[config.mk]
export PLATFORM = sky130hd
export DESIGN_NAME = turtle_grid_plotter_core
export DESIGN_NICKNAME = d
export VERILOG_FILES = /design/src/tgp_pkg.sv /design/src/tgp_ram.sv /design/src/tgp_ctrl.sv /design/src/tgp_datapath.sv /design/src/turtle_grid_plotter_core.sv
export SDC_FILE = /design/constraint.sdc
export NUM_CORES = 1
export LEC_CHECK = 0
export BUFFER_PORTS_ARGS = -buffer_cell sky130_fd_sc_hd__buf_2
export CAP_MARGIN = 0
export CORE_MARGIN = 2
export CORE_UTILIZATION = 40
export DETAILED_ROUTE_END_ITERATION = 8
export SYNTH_ARGS = -nofsm -noshare
export SYNTH_HDL_FRONTEND = slang
export SYNTH_SLANG_ARGS = --single-unit
[constraint.sdc]
create_clock -name clock -period 2.8 [get_ports clock]
set_input_delay 0.42 -clock clock [delete_from_list [all_inputs] [get_ports clock]]
set_output_delay 0.42 -clock clock [all_outputs]
set_load 0.05 [all_outputs]
[src/tgp_pkg.sv]
// ----------------------------------------------------------------------------
// tgp_pkg
// Shared types and codes for the turtle grid plotter.
// ----------------------------------------------------------------------------
`default_nettype none

package tgp_pkg;

   localparam int MODE_W     = 3;
   localparam int DIST_W     = 8;
   localparam int SEL_W      = 5;
   localparam int POS_W      = 5;
   localparam int HEADING_W  = 2;
   localparam int ROW_BITS_W = 20;

   localparam logic [MODE_W-1:0] MODE_PEN_UP   = 3'd0;
   localparam logic [MODE_W-1:0] MODE_PEN_DOWN = 3'd1;
   localparam logic [MODE_W-1:0] MODE_RIGHT    = 3'd2;
   localparam logic [MODE_W-1:0] MODE_LEFT     = 3'd3;
   localparam logic [MODE_W-1:0] MODE_FORWARD  = 3'd4;
   localparam logic [MODE_W-1:0] MODE_READ_ROW = 3'd5;

   localparam logic [HEADING_W-1:0] HEAD_EAST  = 2'd0;
   localparam logic [HEADING_W-1:0] HEAD_SOUTH = 2'd1;
   localparam logic [HEADING_W-1:0] HEAD_WEST  = 2'd2;
   localparam logic [HEADING_W-1:0] HEAD_NORTH = 2'd3;

   typedef struct packed {
      logic load;
      logic step;
      logic rd_row;
      logic mark;
      logic finish;
   } cmd_type;

   typedef struct packed {
      logic is_move;
      logic is_read;
      logic can_step;
      logic pen;
      logic out_free;
   } stat_type;

endpackage

`default_nettype wire

[src/tgp_ram.sv]
// ----------------------------------------------------------------------------
// tgp_ram
// Generic single write, single read RAM with registered read data.
// ----------------------------------------------------------------------------
`default_nettype none

module tgp_ram #(
   parameter int WIDTH = 20,
   parameter int DEPTH = 20
) (
   input  wire                       clock,
   input  wire                       wr_en,
   input  wire [$clog2(DEPTH)-1:0]   wr_addr,
   input  wire [WIDTH-1:0]           wr_data,
   input  wire                       rd_en,
   input  wire [$clog2(DEPTH)-1:0]   rd_addr,
   output logic [WIDTH-1:0]          rd_data
);

   logic [WIDTH-1:0] mem_ff [DEPTH];
   logic [WIDTH-1:0] rd_data_ff;

   always_ff @(posedge clock) begin
      if (wr_en) begin
         mem_ff[wr_addr] <= wr_data;
      end
      if (rd_en) begin
         rd_data_ff <= mem_ff[rd_addr];
      end
   end

   assign rd_data = rd_data_ff;

endmodule

`default_nettype wire

[src/tgp_ctrl.sv]
// ----------------------------------------------------------------------------
// tgp_ctrl
// Command sequencer: accepts a word, steps moves, marks cells, reads rows, hands off result.
// ----------------------------------------------------------------------------
`default_nettype none

module tgp_ctrl (
   input  wire                clock,
   input  wire                reset,
   input  wire                req_valid,
   output logic               req_stall,
   input  tgp_pkg::stat_type  stat,
   output tgp_pkg::cmd_type   cmd
);

   localparam logic [1:0] S_IDLE = 2'd0;
   localparam logic [1:0] S_EXEC = 2'd1;
   localparam logic [1:0] S_MARK = 2'd2;
   localparam logic [1:0] S_DONE = 2'd3;

   logic [1:0] state_ff;
   logic [1:0] state_in;

   assign req_stall = reset || (state_ff != S_IDLE);

   always_comb begin
      state_in = state_ff;
      cmd      = '0;
      case (state_ff)
         S_IDLE: begin
            if (req_valid) begin
               cmd.load = 1'b1;
               state_in = S_EXEC;
            end
         end
         S_EXEC: begin
            if (stat.is_move) begin
               if (stat.can_step) begin
                  cmd.step = 1'b1;
                  state_in = stat.pen ? S_MARK : S_EXEC;
               end else begin
                  state_in = S_DONE;
               end
            end else if (stat.is_read) begin
               cmd.rd_row = 1'b1;
               state_in   = S_DONE;
            end else begin
               state_in = S_DONE;
            end
         end
         S_MARK: begin
            cmd.mark = 1'b1;
            state_in = S_EXEC;
         end
         S_DONE: begin
            if (stat.out_free) begin
               cmd.finish = 1'b1;
               state_in   = S_IDLE;
            end
         end
         default: begin
            state_in = S_IDLE;
         end
      endcase
   end

   always_ff @(posedge clock) begin
      if (reset) begin
         state_ff <= S_IDLE;
      end else begin
         state_ff <= state_in;
      end
   end

endmodule

`default_nettype wire

[src/tgp_datapath.sv]
// ----------------------------------------------------------------------------
// tgp_datapath
// Turtle state, floor memory with row valid flags, and the result register.
// ----------------------------------------------------------------------------
`default_nettype none

module tgp_datapath #(
   parameter int GRID_SIZE = 20
) (
   input  wire                                     clock,
   input  wire                                     reset,
   input  tgp_pkg::cmd_type                        cmd,
   output tgp_pkg::stat_type                       stat,
   input  wire [tgp_pkg::MODE_W-1:0]               req_mode,
   input  wire [tgp_pkg::DIST_W-1:0]               req_distance,
   input  wire [tgp_pkg::SEL_W-1:0]                req_row_select,
   output logic                                    rsp_valid,
   input  wire                                     rsp_stall,
   output logic [tgp_pkg::POS_W-1:0]               rsp_pos_row,
   output logic [tgp_pkg::POS_W-1:0]               rsp_pos_col,
   output logic [tgp_pkg::HEADING_W-1:0]           rsp_heading_out,
   output logic                                    rsp_pen_down,
   output logic [tgp_pkg::ROW_BITS_W-1:0]          rsp_row_bits
);

   localparam int RW  = $clog2(GRID_SIZE);
   localparam int SW  = (RW > tgp_pkg::SEL_W) ? RW : tgp_pkg::SEL_W;
   localparam int PW  = (RW > tgp_pkg::POS_W) ? RW : tgp_pkg::POS_W;
   localparam int RBW = (GRID_SIZE > tgp_pkg::ROW_BITS_W) ? GRID_SIZE : tgp_pkg::ROW_BITS_W;
   localparam logic [RW-1:0] LAST = RW'(GRID_SIZE - 1);

   logic [tgp_pkg::MODE_W-1:0]    mode_ff;
   logic [tgp_pkg::DIST_W-1:0]    dist_ff, dist_in;
   logic                          sel_ok_ff;
   logic [RW-1:0]                 sel_addr_ff;
   logic [RW-1:0]                 cur_row_ff, cur_row_in;
   logic [RW-1:0]                 cur_col_ff, cur_col_in;
   logic [tgp_pkg::HEADING_W-1:0] heading_ff, heading_in;
   logic                          pen_ff, pen_in;
   logic [GRID_SIZE-1:0]          valid_ff;
   logic                          rd_valid_ff;

   logic                          rsp_valid_ff;
   logic [tgp_pkg::POS_W-1:0]     pos_row_ff, pos_col_ff;
   logic [tgp_pkg::HEADING_W-1:0] heading_out_ff;
   logic                          pen_down_ff;
   logic [tgp_pkg::ROW_BITS_W-1:0] row_bits_ff, row_bits_in;

   logic [SW:0]                   sel_ext;
   logic [RW-1:0]                 next_row, next_col;
   logic                          edge_ok;
   logic                          rd_en;
   logic [RW-1:0]                 rd_addr;
   logic [GRID_SIZE-1:0]          rd_data;
   logic [GRID_SIZE-1:0]          wr_data;
   logic [RBW-1:0]                row_ext;
   logic [PW-1:0]                 row_pos_ext, col_pos_ext;

   assign sel_ext = (SW + 1)'(req_row_select);

   // next cell in the current heading
   always_comb begin
      next_row = cur_row_ff;
      next_col = cur_col_ff;
      edge_ok  = 1'b0;
      case (heading_ff)
         tgp_pkg::HEAD_EAST: begin
            edge_ok  = (cur_col_ff != LAST);
            next_col = cur_col_ff + RW'(1);
         end
         tgp_pkg::HEAD_SOUTH: begin
            edge_ok  = (cur_row_ff != LAST);
            next_row = cur_row_ff + RW'(1);
         end
         tgp_pkg::HEAD_WEST: begin
            edge_ok  = (cur_col_ff != '0);
            next_col = cur_col_ff - RW'(1);
         end
         tgp_pkg::HEAD_NORTH: begin
            edge_ok  = (cur_row_ff != '0);
            next_row = cur_row_ff - RW'(1);
         end
         default: begin
            edge_ok = 1'b0;
         end
      endcase
   end

   assign stat.is_move  = (mode_ff == tgp_pkg::MODE_FORWARD);
   assign stat.is_read  = (mode_ff == tgp_pkg::MODE_READ_ROW);
   assign stat.can_step = (dist_ff != '0) && edge_ok;
   assign stat.pen      = pen_ff;
   assign stat.out_free = !rsp_valid_ff || !rsp_stall;

   // pen and turns take effect when the word is taken
   always_comb begin
      pen_in     = pen_ff;
      heading_in = heading_ff;
      cur_row_in = cur_row_ff;
      cur_col_in = cur_col_ff;
      dist_in    = dist_ff;
      if (cmd.load) begin
         dist_in = req_distance;
         case (req_mode)
            tgp_pkg::MODE_PEN_UP:   pen_in = 1'b0;
            tgp_pkg::MODE_PEN_DOWN: pen_in = 1'b1;
            tgp_pkg::MODE_RIGHT:    heading_in = heading_ff + 2'd1;
            tgp_pkg::MODE_LEFT:     heading_in = heading_ff - 2'd1;
            default: begin
               pen_in = pen_ff;
            end
         endcase
      end
      if (cmd.step) begin
         cur_row_in = next_row;
         cur_col_in = next_col;
         dist_in    = dist_ff - tgp_pkg::DIST_W'(1);
      end
   end

   always_ff @(posedge clock) begin
      if (reset) begin
         cur_row_ff <= '0;
         cur_col_ff <= '0;
         heading_ff <= tgp_pkg::HEAD_EAST;
         pen_ff     <= 1'b0;
         valid_ff   <= '0;
         mode_ff    <= tgp_pkg::MODE_PEN_UP;
      end else begin
         cur_row_ff <= cur_row_in;
         cur_col_ff <= cur_col_in;
         heading_ff <= heading_in;
         pen_ff     <= pen_in;
         if (cmd.load) begin
            mode_ff <= req_mode;
         end
         if (cmd.mark) begin
            valid_ff[cur_row_ff] <= 1'b1;
         end
      end
   end

   always_ff @(posedge clock) begin
      dist_ff <= dist_in;
      if (cmd.load) begin
         sel_ok_ff   <= (sel_ext < (SW + 1)'(GRID_SIZE));
         sel_addr_ff <= sel_ext[RW-1:0];
      end
      if (rd_en) begin
         rd_valid_ff <= valid_ff[rd_addr];
      end
   end

   // floor memory, read-modify-write per marked cell
   assign rd_en   = cmd.step || cmd.rd_row;
   assign rd_addr = cmd.rd_row ? sel_addr_ff : next_row;
   assign wr_data = (rd_valid_ff ? rd_data : '0) | (GRID_SIZE'(1) << cur_col_ff);

   tgp_ram #(
      .WIDTH (GRID_SIZE),
      .DEPTH (GRID_SIZE)
   ) u_floor (
      .clock   (clock),
      .wr_en   (cmd.mark),
      .wr_addr (cur_row_ff),
      .wr_data (wr_data),
      .rd_en   (rd_en),
      .rd_addr (rd_addr),
      .rd_data (rd_data)
   );

   // result register
   assign row_ext     = RBW'(rd_data);
   assign row_pos_ext = PW'(cur_row_ff);
   assign col_pos_ext = PW'(cur_col_ff);

   always_comb begin
      row_bits_in = '0;
      if (stat.is_read && sel_ok_ff && rd_valid_ff) begin
         row_bits_in = row_ext[tgp_pkg::ROW_BITS_W-1:0];
      end
   end

   always_ff @(posedge clock) begin
      if (reset) begin
         rsp_valid_ff <= 1'b0;
      end else if (cmd.finish) begin
         rsp_valid_ff <= 1'b1;
      end else if (!rsp_stall) begin
         rsp_valid_ff <= 1'b0;
      end
   end

   always_ff @(posedge clock) begin
      if (cmd.finish) begin
         pos_row_ff     <= row_pos_ext[tgp_pkg::POS_W-1:0];
         pos_col_ff     <= col_pos_ext[tgp_pkg::POS_W-1:0];
         heading_out_ff <= heading_ff;
         pen_down_ff    <= pen_ff;
         row_bits_ff    <= row_bits_in;
      end
   end

   assign rsp_valid       = rsp_valid_ff;
   assign rsp_pos_row     = pos_row_ff;
   assign rsp_pos_col     = pos_col_ff;
   assign rsp_heading_out = heading_out_ff;
   assign rsp_pen_down    = pen_down_ff;
   assign rsp_row_bits    = row_bits_ff;

endmodule

`default_nettype wire

[src/turtle_grid_plotter_core.sv]
// ----------------------------------------------------------------------------
// turtle_grid_plotter_core
// Turtle plotter on a GRID_SIZE x GRID_SIZE bit floor, one result per command.
// ----------------------------------------------------------------------------
// One command word is taken at a time and each returns one result word. Pen,
// turn and unused commands and row reads go from the execute state to the done
// state and then the result register; a forward move adds an execute step per
// cell entered with the pen up, or an execute and a mark step per cell entered
// with the pen down. Marking is a read-modify-write of one floor row through
// the floor RAM, whose registered read sets the per-cell cost. The floor is
// cleared at reset through per-row valid flags, so no clearing pass runs and
// the block takes words from the first cycle after reset. A result waiting on
// rsp_stall does not block the next command word from being taken.
`default_nettype none

module turtle_grid_plotter_core #(
   parameter int GRID_SIZE = 20
) (
   input  wire                                  clock,
   input  wire                                  reset,
   input  wire                                  req_valid,
   output logic                                 req_stall,
   input  wire [tgp_pkg::MODE_W-1:0]            req_mode,
   input  wire [tgp_pkg::DIST_W-1:0]            req_distance,
   input  wire [tgp_pkg::SEL_W-1:0]             req_row_select,
   output logic                                 rsp_valid,
   input  wire                                  rsp_stall,
   output logic [tgp_pkg::POS_W-1:0]            rsp_pos_row,
   output logic [tgp_pkg::POS_W-1:0]            rsp_pos_col,
   output logic [tgp_pkg::HEADING_W-1:0]        rsp_heading_out,
   output logic                                 rsp_pen_down,
   output logic [tgp_pkg::ROW_BITS_W-1:0]       rsp_row_bits
);

   tgp_pkg::cmd_type  cmd;
   tgp_pkg::stat_type stat;

   tgp_ctrl u_ctrl (
      .clock     (clock),
      .reset     (reset),
      .req_valid (req_valid),
      .req_stall (req_stall),
      .stat      (stat),
      .cmd       (cmd)
   );

   tgp_datapath #(
      .GRID_SIZE (GRID_SIZE)
   ) u_datapath (
      .clock           (clock),
      .reset           (reset),
      .cmd             (cmd),
      .stat            (stat),
      .req_mode        (req_mode),
      .req_distance    (req_distance),
      .req_row_select  (req_row_select),
      .rsp_valid       (rsp_valid),
      .rsp_stall       (rsp_stall),
      .rsp_pos_row     (rsp_pos_row),
      .rsp_pos_col     (rsp_pos_col),
      .rsp_heading_out (rsp_heading_out),
      .rsp_pen_down    (rsp_pen_down),
      .rsp_row_bits    (rsp_row_bits)
   );

endmodule

`default_nettype wire

==> results.ini <==
[routing]
antenna_left=0
drcViolationCount=0
viasPerCell=5.69
drtPass1Iterations=5
drt_iter0_markers=1504
wl_per_cell_um=24.1
vias=14000
routed_wl_um=59100

[status]
outcome=finished, violations left
violations=setup timing

[synth]
ys_types=64
synthMuxAreaShare=0.00990
yosysSeqAreaShare=0.720
avgSynthCellArea_um2=13.0
yosys-top-cells-area=edfxtp_1 (68%), nand2_1 (6.9%), dfxtp_1 (3.8%)
synth_ff_type=edfxtp_1
syn_nets=1620
synth_compound_area_frac=0.0903
synthCells=1588
synth_adder_area_share=0.00765
synthSimpleGateAreaFrac=0.141
yosys_register_bits=507
synth_edf_count=468
ys_warn_count=0
yosys.area.top_type=edfxtp_1
async_reset_ff_frac=0
synthXorXnorAreaFrac=0.00638
synth_top_area_share=0.682
synth_top_family_by_area=simple AND/OR/NAND/NOR gates
syn_area_mm2=0.0206

[cts]
clk_pin_slew_worst_paths_ns=0.07
numCtsBuffers=50
clock_latency_ns=0.61
cts_htree_levels=2
numClockSinks=507
cts_tree=yes
clockRootBuffer=clkbuf_16
cts.path.max_buffers=3

[global_routing]
antenna_found_initial=1
first_global_vias=13200
grt_max_degree=54
grt_overflow_total=0
grt_pass1_wl_um=83400
grt_use_total=0.211

[power]
power_frac_seq=0.536
switchingPower_mw=3.28
leakagePower_nw=8.90
p_per_area_mw_per_mm2=618
power_mw=15.5
p_int_mw=12.2
ir_drop_mv=0.518
p_sw_frac=0.212
pwr-share-clk=0.422
p_comb_frac=0.042

[sta]
setup_viol=8
worst_pin_slew_ns=0.806
clock_skew_ns=0.0234
max_freq_ghz=0.351
rsz0062_at_grt=yes
min_period_over_period=1.02
slew_headroom=0.461
hold_viol=0
fin_crit_ns=2.85
fin_tns_setup_ns=-0.116
drv_slew=0
setup_ws_ns=-0.0450

[worst_setup_path]
worstRegToRegCells=11
crit_chain=ha_4, xor2_1, ha_1, o21a_1, a221o_1, and2_4, buf_12, a211oi_2, a311oi_1, a311oi_1, o31ai_1
crit_family=compound AO/OA/AOI/OAI gates
cp-start-kind=flip-flop
path_common_cell=a311oi_1
critPathSlowestCell=dfxtp_4
crit_fanout=48
r2r_start=u_datapath.heading_ff[0]
r2r_slack_ns=-0.05
path_buf_inv=1
cp.required_ns=3.16
worstSetupEndpointType=flip-flop
path_class=flip-flop to flip-flop
cp_slowest_stage_delay_ns=0.35
worstPathArrival_ns=3.20
r2r-end=u_datapath.u_floor.rd_data[7]

[cells_and_area]
drive_gt1_frac=0.209
multi_input_area_mm2=0.00579
layout.area.seq_mm2=0.0148
nFillCells=4399
layout.nets=1770
area_delta_synth_final_pct=21.7
antenna_cells=0
post-route-util=0.490
final_area_mm2=0.0251

[floorplanning]
coreArea_mm2=0.0511
start_util=0.403
die_h_um=231
rows=83
io_pins=55
die_w_um=231
fp.dieArea_mm2=0.0533

[hold_path]
hold_class=input pin to flip-flop
whs_path_depth=1
min_from=req_row_select[1]
min_to=u_datapath.sel_addr_ff[1]

[placed_design]
dpl.hpwl_um=33100
port_buffers=54
dpl_cell_area_mm2=0.0228
gp_congestion=0.841

[flow_run]
max-cap-violations=0

[Yosys cell counts, types with 5 or more instances]
cell type	n
a221oi_1	20
o31ai_1	22
clkbuf_1	62
nand3b_1	7
and3_1	21
nor2b_1	7
xnor2_1	10
nand2_1	377
o21ai_0	17
edfxtp_1	468
nor2_1	86
nor3_1	6
or3_1	8
a311oi_1	39
nand3_1	107
mux2i_1	17
a31oi_1	22
xor2_1	5
dfxtp_1	39
and2_1	22
inv_1	10
a21oi_1	53
ha_1	11
a211oi_1	25
a32oi_1	21
a22o_1	11
buf_2	33
[worst register-to-register path, stage by stage, from the launching register on]
cell and delay [ns]:
dfxtp_4 0.35, ha_4 0.16, xor2_1 0.14, ha_1 0.30, o21a_1 0.11, a221o_1 0.33, and2_4 0.25, buf_12 0.19
a211oi_2 0.24, a311oi_1 0.07, a311oi_1 0.35, o31ai_1 0.11
[power groups by stage]
| stage | clock [mW] | combinational, mW | sequential [mW] |
|---|---|---|---|
| after floorplan | 0 | 0.354 | 8.47 |
| after global placement | 0 | 0.595 | 8.45 |
| after detailed placement | 0 | 0.605 | 8.45 |
| after CTS | 6.63 | 0.613 | 8.29 |
| after global routing | 6.93 | 0.704 | 8.29 |
| final | 6.54 | 0.649 | 8.29 |
[layout make-up]
class                      count  area share
clock buffer                  64      0.0529
clock inverter                27     0.00954
inverter                      11     0.00165
multi-input combinational    966       0.231
sequential                   507       0.592
tap                          680      0.0340
timing repair buffer         202      0.0787
[placed cells by master, fill, tap and decap left out, types with 18 or more instances in the layout]
cell type | synthesis | final
o31ai_1 | 22 | 19
and2_1 | 22 | 20
buf_2 | 33 | 54
nand3_1 | 107 | 105
nand2_1 | 377 | 373
clkbuf_16 | 0 | 58
buf_12 | 0 | 31
a311oi_1 | 39 | 29
a31oi_1 | 22 | 18
a211oi_1 | 25 | 19
and3_1 | 21 | 21
a21oi_1 | 53 | 46
dfxtp_1 | 39 | 37
edfxtp_1 | 468 | 468
buf_4 | 4 | 101
nor2_1 | 86 | 66
[timing repair]
action | 4_1_cts | 5_1_grt
gates resized for setup | 9 | 53
gates cloned | 1 | 11
pin swaps | 2 | 18
buffers inserted | 0 | 10
hold endpoints to repair | 1 | 0
hold buffers | 1 | 0
setup endpoints to repair | 8 | 40
[worst max-delay path by stage]
stage                     cells after the start                        endpoint                startpoint
after floorplan                              14  u_datapath.u_floor.rd_data[10]  u_datapath.heading_ff[0]
after detailed placement                     12  u_datapath.u_floor.rd_data[16]  u_datapath.heading_ff[1]
after CTS                                    12   u_datapath.u_floor.rd_data[6]  u_datapath.heading_ff[0]
after global placement                       12  u_datapath.u_floor.rd_data[16]  u_datapath.heading_ff[1]
after global routing                         11   u_datapath.u_floor.rd_data[7]  u_datapath.heading_ff[0]
final                                        11   u_datapath.u_floor.rd_data[7]  u_datapath.heading_ff[0]
[state kept, by name (all words and copies together) (netlist names), 2 cells and up]
| signal | cells |
|---|---|
| u_datapath.cur_row_ff | 5 |
| u_datapath.u_floor.mem_ff | 400 |
| u_ctrl.state_ff | 2 |
| u_datapath.heading_ff | 2 |
| u_datapath.valid_ff | 20 |
| u_datapath.rsp_pos_col | 5 |
| u_datapath.u_floor.rd_data | 20 |
| u_datapath.rsp_pos_row | 5 |
| u_datapath.rsp_row_bits | 20 |
| u_datapath.dist_ff | 8 |
| u_datapath.mode_ff | 3 |
| u_datapath.rsp_heading_out | 2 |
| u_datapath.sel_addr_ff | 5 |
| u_datapath.col_pos_ext | 5 |
[cell families (layout without fill, tap and decap cells)]
kind of cell / Yosys count / count (layout)
multiplexers: 19 / 19
AO/OA/AOI/OAI: 256 / 256
adder cells (fa/ha/maj): 12 / 12
flip-flops: 507 / 507
XOR/XNOR: 15 / 15
AND/OR/NAND/NOR: 663 / 664
buffers and inverters: 116 / 304
[metrics by stage]
step	instances	hold WS (ns)	setup WS [ns]
after global placement	2343	0.449	-0.0873
after global routing	2457	0.00610	-0.141
after detailed placement	2343	0.459	-0.172
after CTS	2436	0.00278	-0.0100
after floorplan	1588	0.433	-0.00456
final	2457	0.0181	-0.0450
[metal layers]
metal  up-vias  track usage  wire (um)
li1       6227            -          -
met1      6979        0.297      24500
met2       659        0.328      26900
met3       113       0.0415       5700
met4         0       0.0714       2070
met5         -            0          0
Power figures use the tool's default switching activity.
